**config.mk**
```make
export PLATFORM = sky130hd
export DESIGN_NAME = tcw_ctrl
export DESIGN_NICKNAME = d
export VERILOG_FILES = /design/src/rtl/core/tcw_pkg.sv /design/src/rtl/core/tcw_ctrl.sv
export SDC_FILE = /design/constraint.sdc
export NUM_CORES = 1
export LEC_CHECK = 0
export ABC_AREA = 1
export BUFFER_PORTS_ARGS = -buffer_cell sky130_fd_sc_hd__clkbuf_2
export CORE_MARGIN = 3
export CORE_UTILIZATION = 30
export DETAILED_ROUTE_END_ITERATION = 7
export PLACE_DENSITY = 0.52
export RECOVER_POWER = 100
export SLEW_MARGIN = 10
export SYNTH_ARGS = -nofsm -noshare
export SYNTH_HDL_FRONTEND = slang
export SYNTH_SLANG_ARGS = --single-unit
export TNS_END_PERCENT = 50
```
**constraint.sdc**
```tcl
create_clock -name clk -period 5.4 [get_ports clk]
set_clock_uncertainty 0.15 [all_clocks]
set_input_delay 0.27 -clock clk [delete_from_list [all_inputs] [get_ports clk]]
set_output_delay 0.27 -clock clk [all_outputs]
set_load 0.05 [all_outputs]
```
**src/rtl/core/tcw_pkg.sv**
```systemverilog
// Shared constants, types and address helpers for the text console writer.
package tcw_pkg;

    localparam int COLUMNS   = 80;
    localparam int ROWS      = 25;
    localparam int NUM_CELLS = COLUMNS * ROWS;

    localparam int COL_W  = $clog2(COLUMNS);
    localparam int ROW_W  = $clog2(ROWS);
    localparam int ADDR_W = $clog2(NUM_CELLS);

    localparam int MODE_W      = 2;
    localparam int CHAR_W      = 8;
    localparam int ATTR_W      = 8;
    localparam int CELL_W      = CHAR_W + ATTR_W;
    localparam int ROW_FIELD_W = 5;
    localparam int COL_FIELD_W = 7;

    localparam logic [CHAR_W-1:0] NEWLINE_CODE = 8'd10;
    localparam logic [CHAR_W-1:0] BLANK_CODE   = 8'd32;
    localparam logic [ATTR_W-1:0] ATTR_RESET   = 8'd15;

    typedef enum logic [MODE_W-1:0] {
        MODE_PUT   = 2'd0,
        MODE_READ  = 2'd1,
        MODE_CLEAR = 2'd2
    } mode_t;

    typedef struct packed {
        logic                we;
        logic [ADDR_W-1:0]   waddr;
        logic [CELL_W-1:0]   wdata;
        logic                re;
        logic [ADDR_W-1:0]   raddr;
    } mem_req_t;

    typedef struct packed {
        logic [CHAR_W-1:0]      cell_char;
        logic [ATTR_W-1:0]      cell_attr;
        logic [ROW_FIELD_W-1:0] cursor_row;
        logic [COL_FIELD_W-1:0] cursor_col;
        logic                   did_scroll;
    } result_t;

    // logical row -> physical row of the circular row store
    function automatic logic [ROW_W-1:0] phys_row(input logic [ROW_W-1:0] top,
                                                  input logic [ROW_W-1:0] row);
        logic [ROW_W:0] sum;
        sum = {1'b0, top} + {1'b0, row};
        if (sum >= (ROW_W+1)'(ROWS))
        begin
            sum = sum - (ROW_W+1)'(ROWS);
        end
        return sum[ROW_W-1:0];
    endfunction

    function automatic logic [ADDR_W-1:0] cell_addr(input logic [ROW_W-1:0] prow,
                                                    input logic [COL_W-1:0] col);
        return ADDR_W'(prow) * ADDR_W'(COLUMNS) + ADDR_W'(col);
    endfunction

endpackage

```
**src/rtl/core/tcw_ctrl.sv**
```systemverilog
// Request sequencer: cursor, row rotation, memory sweeps and result assembly.
module tcw_ctrl
    import tcw_pkg::*;
(
    input  logic                   clk,
    input  logic                   rst_n,
    input  logic                   in_valid,
    output logic                   in_ready,
    input  logic [MODE_W-1:0]      mode,
    input  logic [CHAR_W-1:0]      char_code,
    input  logic [ROW_FIELD_W-1:0] read_row,
    input  logic [COL_FIELD_W-1:0] read_col,
    input  logic [ATTR_W-1:0]      attr,
    input  logic                   slot_free,
    output logic                   res_valid,
    output result_t                res,
    output mem_req_t               mem_req,
    input  logic [CELL_W-1:0]      rdata
);

    typedef enum logic [6:0] {
        S_INIT   = 7'b0000001,
        S_IDLE   = 7'b0000010,
        S_EXEC   = 7'b0000100,
        S_RWAIT  = 7'b0001000,
        S_CLEAR  = 7'b0010000,
        S_SCROLL = 7'b0100000,
        S_POST   = 7'b1000000
    } state_t;

    state_t             state_reg, state_next;
    logic [MODE_W-1:0]  mode_reg, mode_next;
    logic [CHAR_W-1:0]  char_reg, char_next;
    logic [ROW_W-1:0]   rrow_reg, rrow_next;
    logic [COL_W-1:0]   rcol_reg, rcol_next;
    logic               in_range_reg, in_range_next;
    logic [ROW_W-1:0]   cur_row_reg, cur_row_next;
    logic [COL_W-1:0]   cur_col_reg, cur_col_next;
    logic [ROW_W-1:0]   top_reg, top_next;
    logic [ADDR_W-1:0]  sweep_addr_reg, sweep_addr_next;
    logic [COL_W-1:0]   sweep_col_reg, sweep_col_next;
    logic               scroll_reg, scroll_next;
    logic [CHAR_W-1:0]  rd_char_reg, rd_char_next;
    logic [ATTR_W-1:0]  rd_attr_reg, rd_attr_next;

    logic               accept;
    logic               req_in_range;
    logic               is_nl;
    logic               wrap;
    logic               adv_row;
    logic               scroll;
    logic [CELL_W-1:0]  blank;

    assign in_ready     = (state_reg == S_IDLE) || ((state_reg == S_POST) && slot_free);
    assign accept       = in_valid && in_ready;
    assign res_valid    = (state_reg == S_POST);
    assign req_in_range = (32'(read_row) < ROWS) && (32'(read_col) < COLUMNS);
    assign blank        = {attr, BLANK_CODE};

    assign is_nl   = (char_reg == NEWLINE_CODE);
    assign wrap    = !is_nl && (cur_col_reg == COL_W'(COLUMNS - 1));
    assign adv_row = is_nl || wrap;
    assign scroll  = adv_row && (cur_row_reg == ROW_W'(ROWS - 1));

    assign res.cell_char  = rd_char_reg;
    assign res.cell_attr  = rd_attr_reg;
    assign res.cursor_row = ROW_FIELD_W'(cur_row_reg);
    assign res.cursor_col = COL_FIELD_W'(cur_col_reg);
    assign res.did_scroll = scroll_reg;

    always_comb
    begin
        state_next      = state_reg;
        mode_next       = mode_reg;
        char_next       = char_reg;
        rrow_next       = rrow_reg;
        rcol_next       = rcol_reg;
        in_range_next   = in_range_reg;
        cur_row_next    = cur_row_reg;
        cur_col_next    = cur_col_reg;
        top_next        = top_reg;
        sweep_addr_next = sweep_addr_reg;
        sweep_col_next  = sweep_col_reg;
        scroll_next     = scroll_reg;
        rd_char_next    = rd_char_reg;
        rd_attr_next    = rd_attr_reg;
        mem_req         = '0;

        if (accept)
        begin
            mode_next     = mode;
            char_next     = char_code;
            in_range_next = req_in_range;
            rrow_next     = req_in_range ? ROW_W'(read_row) : '0;
            rcol_next     = req_in_range ? COL_W'(read_col) : '0;
        end

        case (state_reg)
            S_INIT:
            begin
                mem_req.we      = 1'b1;
                mem_req.waddr   = sweep_addr_reg;
                mem_req.wdata   = {ATTR_RESET, BLANK_CODE};
                sweep_addr_next = sweep_addr_reg + 1'b1;
                if (sweep_addr_reg == ADDR_W'(NUM_CELLS - 1))
                begin
                    state_next = S_IDLE;
                end
            end
            S_IDLE:
            begin
                if (accept)
                begin
                    state_next = S_EXEC;
                end
            end
            S_EXEC:
            begin
                scroll_next  = 1'b0;
                rd_char_next = '0;
                rd_attr_next = '0;
                case (mode_reg)
                    MODE_PUT:
                    begin
                        scroll_next = scroll;
                        if (!is_nl)
                        begin
                            mem_req.we    = 1'b1;
                            mem_req.waddr = cell_addr(phys_row(top_reg, cur_row_reg),
                                                      cur_col_reg);
                            mem_req.wdata = {attr, char_reg};
                        end
                        cur_col_next = adv_row ? '0 : cur_col_reg + 1'b1;
                        if (adv_row && !scroll)
                        begin
                            cur_row_next = cur_row_reg + 1'b1;
                        end
                        if (scroll)
                        begin
                            sweep_addr_next = cell_addr(top_reg, '0);
                            sweep_col_next  = '0;
                            state_next      = S_SCROLL;
                        end
                        else
                        begin
                            state_next = S_POST;
                        end
                    end
                    MODE_READ:
                    begin
                        mem_req.re    = 1'b1;
                        mem_req.raddr = cell_addr(phys_row(top_reg, rrow_reg), rcol_reg);
                        state_next    = S_RWAIT;
                    end
                    MODE_CLEAR:
                    begin
                        sweep_addr_next = '0;
                        state_next      = S_CLEAR;
                    end
                    default:
                    begin
                        state_next = S_POST;
                    end
                endcase
            end
            S_RWAIT:
            begin
                rd_char_next = in_range_reg ? rdata[CHAR_W-1:0] : '0;
                rd_attr_next = in_range_reg ? rdata[CELL_W-1:CHAR_W] : '0;
                state_next   = S_POST;
            end
            S_CLEAR:
            begin
                mem_req.we      = 1'b1;
                mem_req.waddr   = sweep_addr_reg;
                mem_req.wdata   = blank;
                sweep_addr_next = sweep_addr_reg + 1'b1;
                if (sweep_addr_reg == ADDR_W'(NUM_CELLS - 1))
                begin
                    state_next = S_POST;
                end
            end
            S_SCROLL:
            begin
                // old top row becomes the blank bottom row
                mem_req.we      = 1'b1;
                mem_req.waddr   = sweep_addr_reg;
                mem_req.wdata   = blank;
                sweep_addr_next = sweep_addr_reg + 1'b1;
                sweep_col_next  = sweep_col_reg + 1'b1;
                if (sweep_col_reg == COL_W'(COLUMNS - 1))
                begin
                    top_next   = (top_reg == ROW_W'(ROWS - 1)) ? '0 : top_reg + 1'b1;
                    state_next = S_POST;
                end
            end
            S_POST:
            begin
                if (slot_free)
                begin
                    state_next = accept ? S_EXEC : S_IDLE;
                end
            end
            default:
            begin
                state_next = S_IDLE;
            end
        endcase
    end

    always_ff @(posedge clk or negedge rst_n)
    begin
        if (!rst_n)
        begin
            state_reg      <= S_INIT;
            cur_row_reg    <= '0;
            cur_col_reg    <= '0;
            top_reg        <= '0;
            sweep_addr_reg <= '0;
            sweep_col_reg  <= '0;
        end
        else
        begin
            state_reg      <= state_next;
            cur_row_reg    <= cur_row_next;
            cur_col_reg    <= cur_col_next;
            top_reg        <= top_next;
            sweep_addr_reg <= sweep_addr_next;
            sweep_col_reg  <= sweep_col_next;
        end
    end

    always_ff @(posedge clk)
    begin
        mode_reg     <= mode_next;
        char_reg     <= char_next;
        rrow_reg     <= rrow_next;
        rcol_reg     <= rcol_next;
        in_range_reg <= in_range_next;
        scroll_reg   <= scroll_next;
        rd_char_reg  <= rd_char_next;
        rd_attr_reg  <= rd_attr_next;
    end

endmodule

```
==> run metrics, run 1 <==
outcome finished with violations; failing checks capacitance limit, slew limit; CP Max Fanout 7; worst-path cell chain inv_1, fa_1, ha_1, nand3_1, nand3_1, o21ai_2, inv_1, a31oi_1, xor2_1, ha_1, ha_1, inv_1, fa_1, inv_1, nor2_1, nor3_1, clkbuf_1; HP Class in2reg; CTS tree done; H-Tree Depth 3; register area share after synthesis 0.3945; Slowest-stage cell, CP fa_1; synthesis-stage register bit count 82; clk_lat worst skew 350 ps; VDD IR-drop max 0.1539 mV; final cell count without fillers 1078; CTS root buffer clkbuf_16; Post-synth ARST share 0.5122; total global-route track usage 0.1462; Initial Util 0.3116; routed wire length 15030 um; Worst path top cell family by delay adder cells; Worst path most repeated cell inv_1; diode count 0; DIE AREA 0.02073 mm^2; crit path kind reg2out; number of remaining DRC errors 0; min Tclk post-route 4970 ps; Avg Inst Size Synth 8.079 um^2; Final setup viols 0; yosys warns 0; initial antenna violation count 0; gpl congestion 0.8268; Die W 144.0 um; Worst path depth 17; CTS Buf Count 9; number of global-route vias before repair 4725; wire per inst 13.94 um; Port-buffer cells 120; Final Cycle Share 0.9203; Setup TNS 0 ps; synth-to-layout area growth 19.32%; via count 4951; Leakage 3.415 nW; r2r worst-path depth 11; Max Fclk 201.2 MHz; grt ovf 0; clock buffer depth 2; power per cell area 362.3 mW/mm^2; CP Capture Point mem_req[8]; crit end category primary output; core footprint 0.01833 mm^2; DIE HEIGHT 144.0 um; capture point of the worst reg-to-reg path sweep_col_reg[1]; CP peak stage delay 550 ps; Fin. Hold Viols 0; Mapped Cells 707; post-DP HPWL 11780 um; max_cap viols 1; Cell Count Post-Placement 1051; Max-slew headroom -0.6722; RSZ-0062 raised after global routing false; # rows 49; total power 2.469 mW; CP arrival 4550 ps; Num Clock Sinks 82; Crit. Startpoint top_reg[1]; CP Launch Type flip-flop; R2R Setup Slk 2220 ps; worst-margin pin slew 2508 ps; post-route ant nets 0; 1st-iter DRT viols 277; CP bufs+invs 5; global-route wire length before repair 23850 um; Avg Vias per Cell 4.593; Synth Net Count 811; nets 948; Post-synth EDFFs 40; Most used DFF post-synth dfrtp_1; I/O pin cnt 121; layout cells sized above 1 0.09069; Mapped Area 0.005712 mm^2; Post-CTS Setup Inserts 0; CP required 4980 ps; max FFs per register 11; Slew Limit Fails 43; reg2reg start state_reg[5]; clk slew on worst S/H paths 70 ps; Netlist cell types 47; drt pass-1 iters 5; largest net degree at the start of global routing 43
[report_power, final]
group	internal, mW	total (mW)	switching, mW
Combinational	0.256	0.975	0.719
Clock	0.367	0.653	0.286
Sequential	0.793	0.842	0.0482
Total	1.42	2.47	1.05
[layout make-up]
type                    count  area (um^2)
fillers                  1943        11520
multi-input cells         462         2754
flip-flops and latches     82         2253
repair buffers            133        629.4
inverters                 156        585.6
well taps                 229        286.5
clock buffers               9        225.2
clock inverters             7        81.33
[layout by cell type, fill, tap and decap left out, types with 8 or more instances in the layout]
cell / netlist / layout
a21oi_1: 22 / 22
clkbuf_1: 2 / 73
clkbuf_16: 0 / 9
clkbuf_2: 0 / 49
dfrtp_1: 41 / 41
dlygate4sd3_1: 0 / 11
edfxtp_1: 40 / 40
ha_1: 47 / 47
inv_1: 145 / 152
nand2_1: 112 / 116
nand3_1: 48 / 50
nand4_1: 9 / 11
nor2_1: 79 / 79
nor3_1: 14 / 16
o21ai_0: 29 / 29
o22ai_1: 15 / 15
xnor2_1: 8 / 8
xor2_1: 19 / 19
[how the worst min path moves through the flow]
stage                        start              to  depth (start not counted)
after floorplan              rst_n  cur_col_reg[0]                          0
after global placement       rst_n      top_reg[4]                          2
after detailed placement     rst_n      top_reg[2]                          2
after CTS                 in_valid    state_reg[2]                          3
after global routing      rdata[4]  rd_char_reg[4]                          3
final                     in_valid    state_reg[2]                          3
[cells in the mapped netlist, types with 2 or more instances]
| library cell | count | area (um^2) |
|---|---|---|
| o31ai_1 | 2 | 15.01 |
| a31oi_1 | 4 | 25.02 |
| edfxtp_1 | 40 | 1201 |
| o21ai_0 | 29 | 145.1 |
| xor2_1 | 19 | 166.4 |
| clkbuf_1 | 2 | 7.510 |
| inv_2 | 10 | 37.54 |
| nand3b_1 | 2 | 15.01 |
| nand2b_1 | 2 | 12.51 |
| nand2_2 | 5 | 31.28 |
| nand4_1 | 9 | 56.30 |
| o21a_1 | 5 | 37.54 |
| xnor2_1 | 8 | 70.07 |
| buf_6 | 2 | 22.52 |
| nor3_1 | 14 | 70.07 |
| fa_1 | 7 | 140.1 |
| nand3_2 | 3 | 30.03 |
| o22ai_1 | 15 | 93.84 |
| dfrtp_1 | 41 | 1026 |
| buf_2 | 2 | 10.01 |
| nand3_1 | 48 | 240.2 |
| or2_2 | 3 | 18.77 |
| and2_1 | 2 | 12.51 |
| nand2_1 | 112 | 420.4 |
| a21oi_1 | 22 | 110.1 |
| nor2_1 | 79 | 296.5 |
| a22o_1 | 3 | 26.28 |
| ha_1 | 47 | 588.1 |
| or2_1 | 3 | 18.77 |
| inv_1 | 145 | 544.3 |
| nor4_1 | 6 | 37.54 |
[tightest hold or removal path: cells and delay by family]
kind          cells  cell delay (ps)
buf+inv           2              130
simple gates      1              100
[cell families (layout without fill, tap and decap cells)]
logic type | after synthesis | count (layout) | share of synthesized area
AOI/OAI and AO/OA | 83 | 83 | 0.08346
xor gates and xnor gates | 27 | 27 | 0.04140
adders and majority gates | 54 | 54 | 0.1275
buffers and inverters | 163 | 305 | 0.1108
DFF | 82 | 82 | 0.3945
and+or+nand+nor | 298 | 298 | 0.2423
[repair_timing]
action | CTS | global route
gates resized for setup | 0 | 0
hold buffers | 11 | 0
endpoints found under the hold margin | 51 | 0
[through the flow]
step	util	setup slack (ps)	cell area (um^2)	hold WS, ps
after detailed placement	0.3583	906.8	6569	271.3
final	0.3718	430.1	6815	41.91
after floorplan	-	646.0	5712	-175.6
after global placement	0.3583	1019	6569	272.3
after global routing	0.3718	141.3	6815	61.04
after CTS	0.3811	508.7	6985	38.78
[layer usage]
layer | share of wire | global-route usage
met1 | 0.48 | 0.2004
met2 | 0.45 | 0.2340
met3 | 0.052 | 0.02414
met4 | 0.020 | 0.05154
met5 | 0 | 0
Power figures use the tool's default switching activity.
==> run 2: changes to the inputs <==
CTS_BUF_LIST = sky130_fd_sc_hd__clkbuf_8   (was not set)
==> run 2 against run 1 <==
  * Non-clock buffer count unchanged
  * The flow still finishes with violations (capacitance limit, slew limit)
  * Clock-buffer cell count stayed put
  * Utilization shrank 0.55 points
  * Critical endpoint is now mem_req[10]
==> run metrics, run 2 (synthesis gave the netlist of run 1 again) <==
crit path kind reg2out; Port-buffer cells 120 (unchanged); via count 4965 (+0.28%); CP required 4980 ps (about the same); post-route ant nets 0 (unchanged); wire per inst 13.90 um (-0.31%); CTS Buf Count 9 (unchanged); max_cap viols 1 (unchanged); total power 2.301 mW (-6.8%); clock buffer depth 2 (unchanged); core footprint 0.01833 mm^2 (unchanged); worst-margin pin slew 2479 ps (-28.97 ps); number of remaining DRC errors 0 (unchanged); max FFs per register 11 (unchanged); CP Max Fanout 7 (unchanged); CP Launch Type flip-flop; Max Fclk 203.0 MHz (+0.87%); CTS tree done; Post-CTS Resized 0 (unchanged); Final Cycle Share 0.9124 (-0.007964); global-route wire length before repair 23780 um (-0.26%); # rows 49 (unchanged); failing checks capacitance limit, slew limit; routed wire length 14980 um (-0.31%); largest net degree at the start of global routing 43 (unchanged); 1st-iter DRT viols 295 (+6.5%); grt ovf 0 (unchanged); nets 948 (unchanged); clk slew on worst S/H paths 90 ps (+20 ps); Initial Util 0.3116 (unchanged); Slew Limit Fails 43 (unchanged); post-DP HPWL 11780 um (unchanged); DIE HEIGHT 144.0 um (unchanged); synth-to-layout area growth 17.57%; RSZ-0062 raised after global routing false; reg2reg start state_reg[5]; DIE AREA 0.02073 mm^2 (unchanged); initial antenna violation count 0 (unchanged); CP arrival 4510 ps (-40 ps); gpl congestion 0.8268 (unchanged); H-Tree Depth 3 (unchanged); drt pass-1 iters 5 (unchanged); crit end category primary output; r2r worst-path depth 11 (unchanged); Setup TNS 0 ps (unchanged); most frequent cells in the layout inv_1 (152), nand2_1 (116), nor2_1 (79), clkbuf_1 (72); R2R Setup Slk 2180 ps (-40 ps); layout cells sized above 1 0.09187 (+0.001178); HP Class in2reg; Avg Vias per Cell 4.606 (+0.28%); outcome finished with violations; CP Capture Point mem_req[10]; number of global-route vias before repair 4720 (-0.11%); Crit. Startpoint top_reg[1]; I/O pin cnt 121 (unchanged); VDD IR-drop max 0.1192 mV (-23%); Max-slew headroom -0.6528 (+0.01931); CTS root buffer clkbuf_8; clk_lat worst skew 380 ps (+30 ps); most common cell after layout, fill and taps aside inv_1; Num Clock Sinks 82 (unchanged); Die W 144.0 um (unchanged); Final setup viols 0 (unchanged); capture point of the worst reg-to-reg path sweep_col_reg[1]; Fin. Hold Viols 0 (unchanged); diode count 0 (unchanged); min Tclk post-route 4927 ps (-43.00 ps); power per cell area 342.7 mW/mm^2 (-5.4%); Leakage 3.372 nW (-1.3%); total global-route track usage 0.1454 (-0.0007643)
run 2: per-stage QoR:
step | worst slack [ps] | utilization | cell area, um^2 | hold WS (ps) | std cells
finish | 473.1 | 0.3663 | 6715 | 14.96 | 1078
global route | 36.13 | 0.3663 | 6715 | 23.51 | 1078
CTS | 443.3 | 0.3755 | 6884 | 4.467 | 1078
detailed placement | 906.8 | 0.3583 | 6569 | 271.3 | 1051
global placement | 1019 | 0.3583 | 6569 | 272.3 | 1051
floorplan | 646.0 | - | 5712 | -175.6 | 707
run 2: timing repair:
item	CTS	global route
setup buffers	0	0
hold endpoints to repair	51	0
hold buffers	11	0
run 2: where the power goes:
group	switching (mW)	total, mW	internal [mW]
clock	0.264	0.486	0.222
sequential	0.0480	0.841	0.792
combinational	0.719	0.975	0.256
run 2: layout make-up:
cell class / instances / area [um^2]
clock inverter: 7 / 81.33
clock buffer: 9 / 123.9
fill: 1949 / 11620
timing repair buffer: 133 / 630.6
inverter: 156 / 585.6
multi-input combinational: 462 / 2754
sequential: 82 / 2253
tap: 229 / 286.5
run 2: layer usage:
layer  track usage  routed length (um)
met1        0.2002                7312
met5             0                   0
met4       0.04559                 264
met3       0.02414                 660
met2        0.2344                6745
run 2: worst min-delay path by stage:
| stage | from | to | slack [ps] | depth (start not counted) |
|---|---|---|---|---|
| floorplan | rst_n | cur_col_reg[0] | -180 | 0 |
| finish | in_valid | state_reg[2] | 10 | 3 |
| CTS | in_valid | state_reg[2] | 4 | 3 |
| global route | rdata[4] | rd_char_reg[4] | 20 | 3 |
| global placement | rst_n | top_reg[4] | 270 | 2 |
| detailed placement | rst_n | top_reg[2] | 270 | 2 |
run 2: worst max-delay path, cell delays in order, from the launching register on:
cell      delay [ps]
dfrtp_1          520
inv_1            170
fa_1             550
ha_1             270
nand3_1           90
nand3_1           90
o21ai_2          230
inv_1             80
a31oi_1          180
xor2_1           240
ha_1             270
ha_1             220
inv_1             70
fa_1             420
nor2_1           150
nand2_1           80
nand3_1           90
nand2_1           60
nor2_1            80
clkbuf_2         280
==> run 3: changes to the inputs <==
PLACE_DENSITY = not set   (was 0.52)
PLACE_DENSITY_LB_ADDON = 0.3   (was not set)
==> run 3 against run 2 <==
  * The run still ends with capacitance limit, slew limit left
  * Die area is the same
  * First-iteration DRC count shrank 3.7%
  * Critical endpoint unchanged
  * Largest power group unchanged
  * Hold slack gained 14 ps
  * Critical path type unchanged
  * Design area is essentially flat
==> run metrics, run 3 (synthesis gave the netlist of run 1 again) <==
outcome finished with violations; failing checks capacitance limit, slew limit; # rows 49 (unchanged); RSZ-0062 raised after global routing false; synth-to-layout area growth 17.50% (about the same); initial antenna violation count 0 (unchanged); Post-CTS Setup Inserts 0 (unchanged); clock share of power 0.206 (-0.005); Port-buffer cells 120 (unchanged); CP bufs+invs 4 (unchanged); wire per inst 13.75 um (-1.1%); I/O pin cnt 121 (unchanged); H-Tree Depth 3 (unchanged); post-route ant nets 0 (unchanged); DIE HEIGHT 144.0 um (unchanged); final hold slack 28.87 ps (+13.91 ps); CTS Buf Count 9 (unchanged); Worst Min Path Start in_valid; min Tclk post-route 4964 ps (+37.47 ps); Crit. Startpoint top_reg[1]; WHS Endpoint state_reg[2]; drt pass-1 iters 4 (-1); crit path kind reg2out; CP peak stage delay 560 ps (about the same); net switching fraction of the power 0.4464 (-0.001491); R2R Setup Slk 2170 ps (about the same); most frequent cells in the layout inv_1 (152), nand2_1 (115), nor2_1 (79), clkbuf_1 (72); 1st-iter DRT viols 284 (-3.7%); Worst path top cell family by delay adder cells; worst-path cell chain inv_1, fa_1, ha_1, nand3_1, nand3_1, o21ai_2, inv_1, a31oi_1, xor2_1, ha_1, ha_1, inv_1, fa_1, nor2_1, nand2_1, nand3_1, nand2_1, nor2_1, clkbuf_2; Final Cycle Share 0.9193 (+0.006939); Leakage 3.360 nW (-0.34%); Cell Count Post-Placement 1051 (unchanged); global-route wire length before repair 24010 um (+0.93%); core footprint 0.01833 mm^2 (unchanged); routed wire length 14820 um (-1.1%); Setup TNS 0 ps (unchanged); number of remaining DRC errors 0 (unchanged); sequential group share of total power 0.368 (+0.003); Die W 144.0 um (unchanged); layout cells sized above 1 0.09187 (unchanged); HP Class in2reg; nets 948 (unchanged); gpl congestion 0.8234 (-0.41%); worst-margin pin slew 2507 ps (+27.53 ps); worst hold stages 3 (unchanged); DIE AREA 0.02073 mm^2 (unchanged); max FFs per register 11 (unchanged); via count 4933 (-0.64%); total global-route track usage 0.1458 (+0.0003691); crit end category primary output; number of fill cells 1916 (-1.7%); VDD IR-drop max 0.1037 mV (-13%); final cell count without fillers 1078 (unchanged); CP Launch Type flip-flop; grt ovf 0 (unchanged); Combinational Power Share 0.427 (+0.003); number of global-route vias before repair 4863 (+3.0%); setup ws final 435.7 ps (-37.47 ps); post-DP HPWL 11730 um (-0.39%); CTS root buffer clkbuf_8; reg2reg start state_reg[2]; FF+latch area 0.002253 mm^2 (unchanged); Initial Util 0.3116 (unchanged); CP arrival 4540 ps (+30 ps); diode count 0 (unchanged); Slew Limit Fails 68 (+58%); Slowest-stage cell, CP fa_1; CP Max Fanout 7 (unchanged); max_cap viols 2 (+1); CTS tree done; Num Clock Sinks 82 (unchanged); power per cell area 340.2 mW/mm^2 (-0.73%); internal power 1.264 mW (-0.52%); post-placement worst setup slack 874.1 ps (-32.62 ps); Max Fclk 201.4 MHz (-0.75%); Max-slew headroom -0.6712 (-0.01835); largest net degree at the start of global routing 43 (unchanged); clock buffer depth 2 (unchanged); r2r worst-path depth 11 (unchanged); Fin. Hold Viols 0 (unchanged); CP required 4980 ps (about the same); Post-CTS Resized 0 (unchanged); Avg Vias per Cell 4.576 (-0.64%); Multi-input gate area 0.002756 mm^2 (about the same); clk slew on worst S/H paths 90 ps (about the same); Final setup viols 0 (unchanged); Post-CTS Hold Buffers 11 (unchanged); most common cell after layout, fill and taps aside inv_1; clk_lat worst skew 360 ps (-20 ps); capture point of the worst reg-to-reg path sweep_addr_reg[9]; Net Switching 1.019 mW (-1.1%)
## run 3: changes by cell type in the layout (fill, tap and decap cells not counted)
| cell | previous run | this run |
|---|---|---|
| clkinvlp_4 | 0 | 2 |
| clkinv_1 | 2 | 3 |
| clkinv_2 | 1 | 0 |
| inv_6 | 3 | 2 |
| inv_8 | 1 | 0 |
| nand2_1 | 116 | 115 |
| nand2_2 | 1 | 2 |
## run 3: through the flow
step / util / area (um^2) / total power [mW]
floorplan: - / 5712 / 1.624
global placement: 0.3583 / 6569 / 1.860
detailed placement: 0.3583 / 6569 / 1.868
CTS: 0.3752 / 6878 / 2.359
global route: 0.3661 / 6711 / 2.466
finish: 0.3661 / 6711 / 2.283
## run 3: power by group through the flow
stage / Combinational [mW] / Sequential, mW / Clock (mW)
6_report: 0.974 / 0.840 / 0.469
5_1_grt: 1.10 / 0.849 / 0.514
4_1_cts: 1.03 / 0.837 / 0.492
3_5_place_dp: 1.02 / 0.850 / 0
3_3_place_gp: 1.01 / 0.850 / 0
2_1_floorplan: 0.662 / 0.962 / 0
## run 3: how the worst max path moves through the flow
| stage | to | cells after the start | slack [ps] |
|---|---|---|---|
| 2_1_floorplan | mem_req[9] | 17 | 650 |
| 3_3_place_gp | mem_req[10] | 20 | 1020 |
| 3_5_place_dp | mem_req[10] | 19 | 870 |
| 4_1_cts | mem_req[10] | 19 | 400 |
| 5_1_grt | mem_req[10] | 21 | 60 |
| 6_report | mem_req[10] | 19 | 440 |
## run 3: cell type report
cell class,count,area share
Sequential cell,82,0.3358
Clock inverter,7,0.01119
Tap cell,229,0.04269
Timing Repair Buffer,133,0.09396
Multi-Input combinational cell,462,0.4107
Clock buffer,9,0.01846
Inverter,156,0.08725
## run 3: worst reg2reg max path, delay by kind of cell (launching register included)
kind | cells | cell delay, ps
simple gates | 6 | 1490
buf+inv | 3 | 860
flops | 1 | 410
compound gates | 2 | 270
## run 3: layer usage
layer,share of wire,track usage,up-vias
met5,0,0,-
met4,0.011,0.04163,0
met3,0.046,0.03175,11
met2,0.46,0.2389,109
met1,0.48,0.1945,2262
li1,-,-,2551
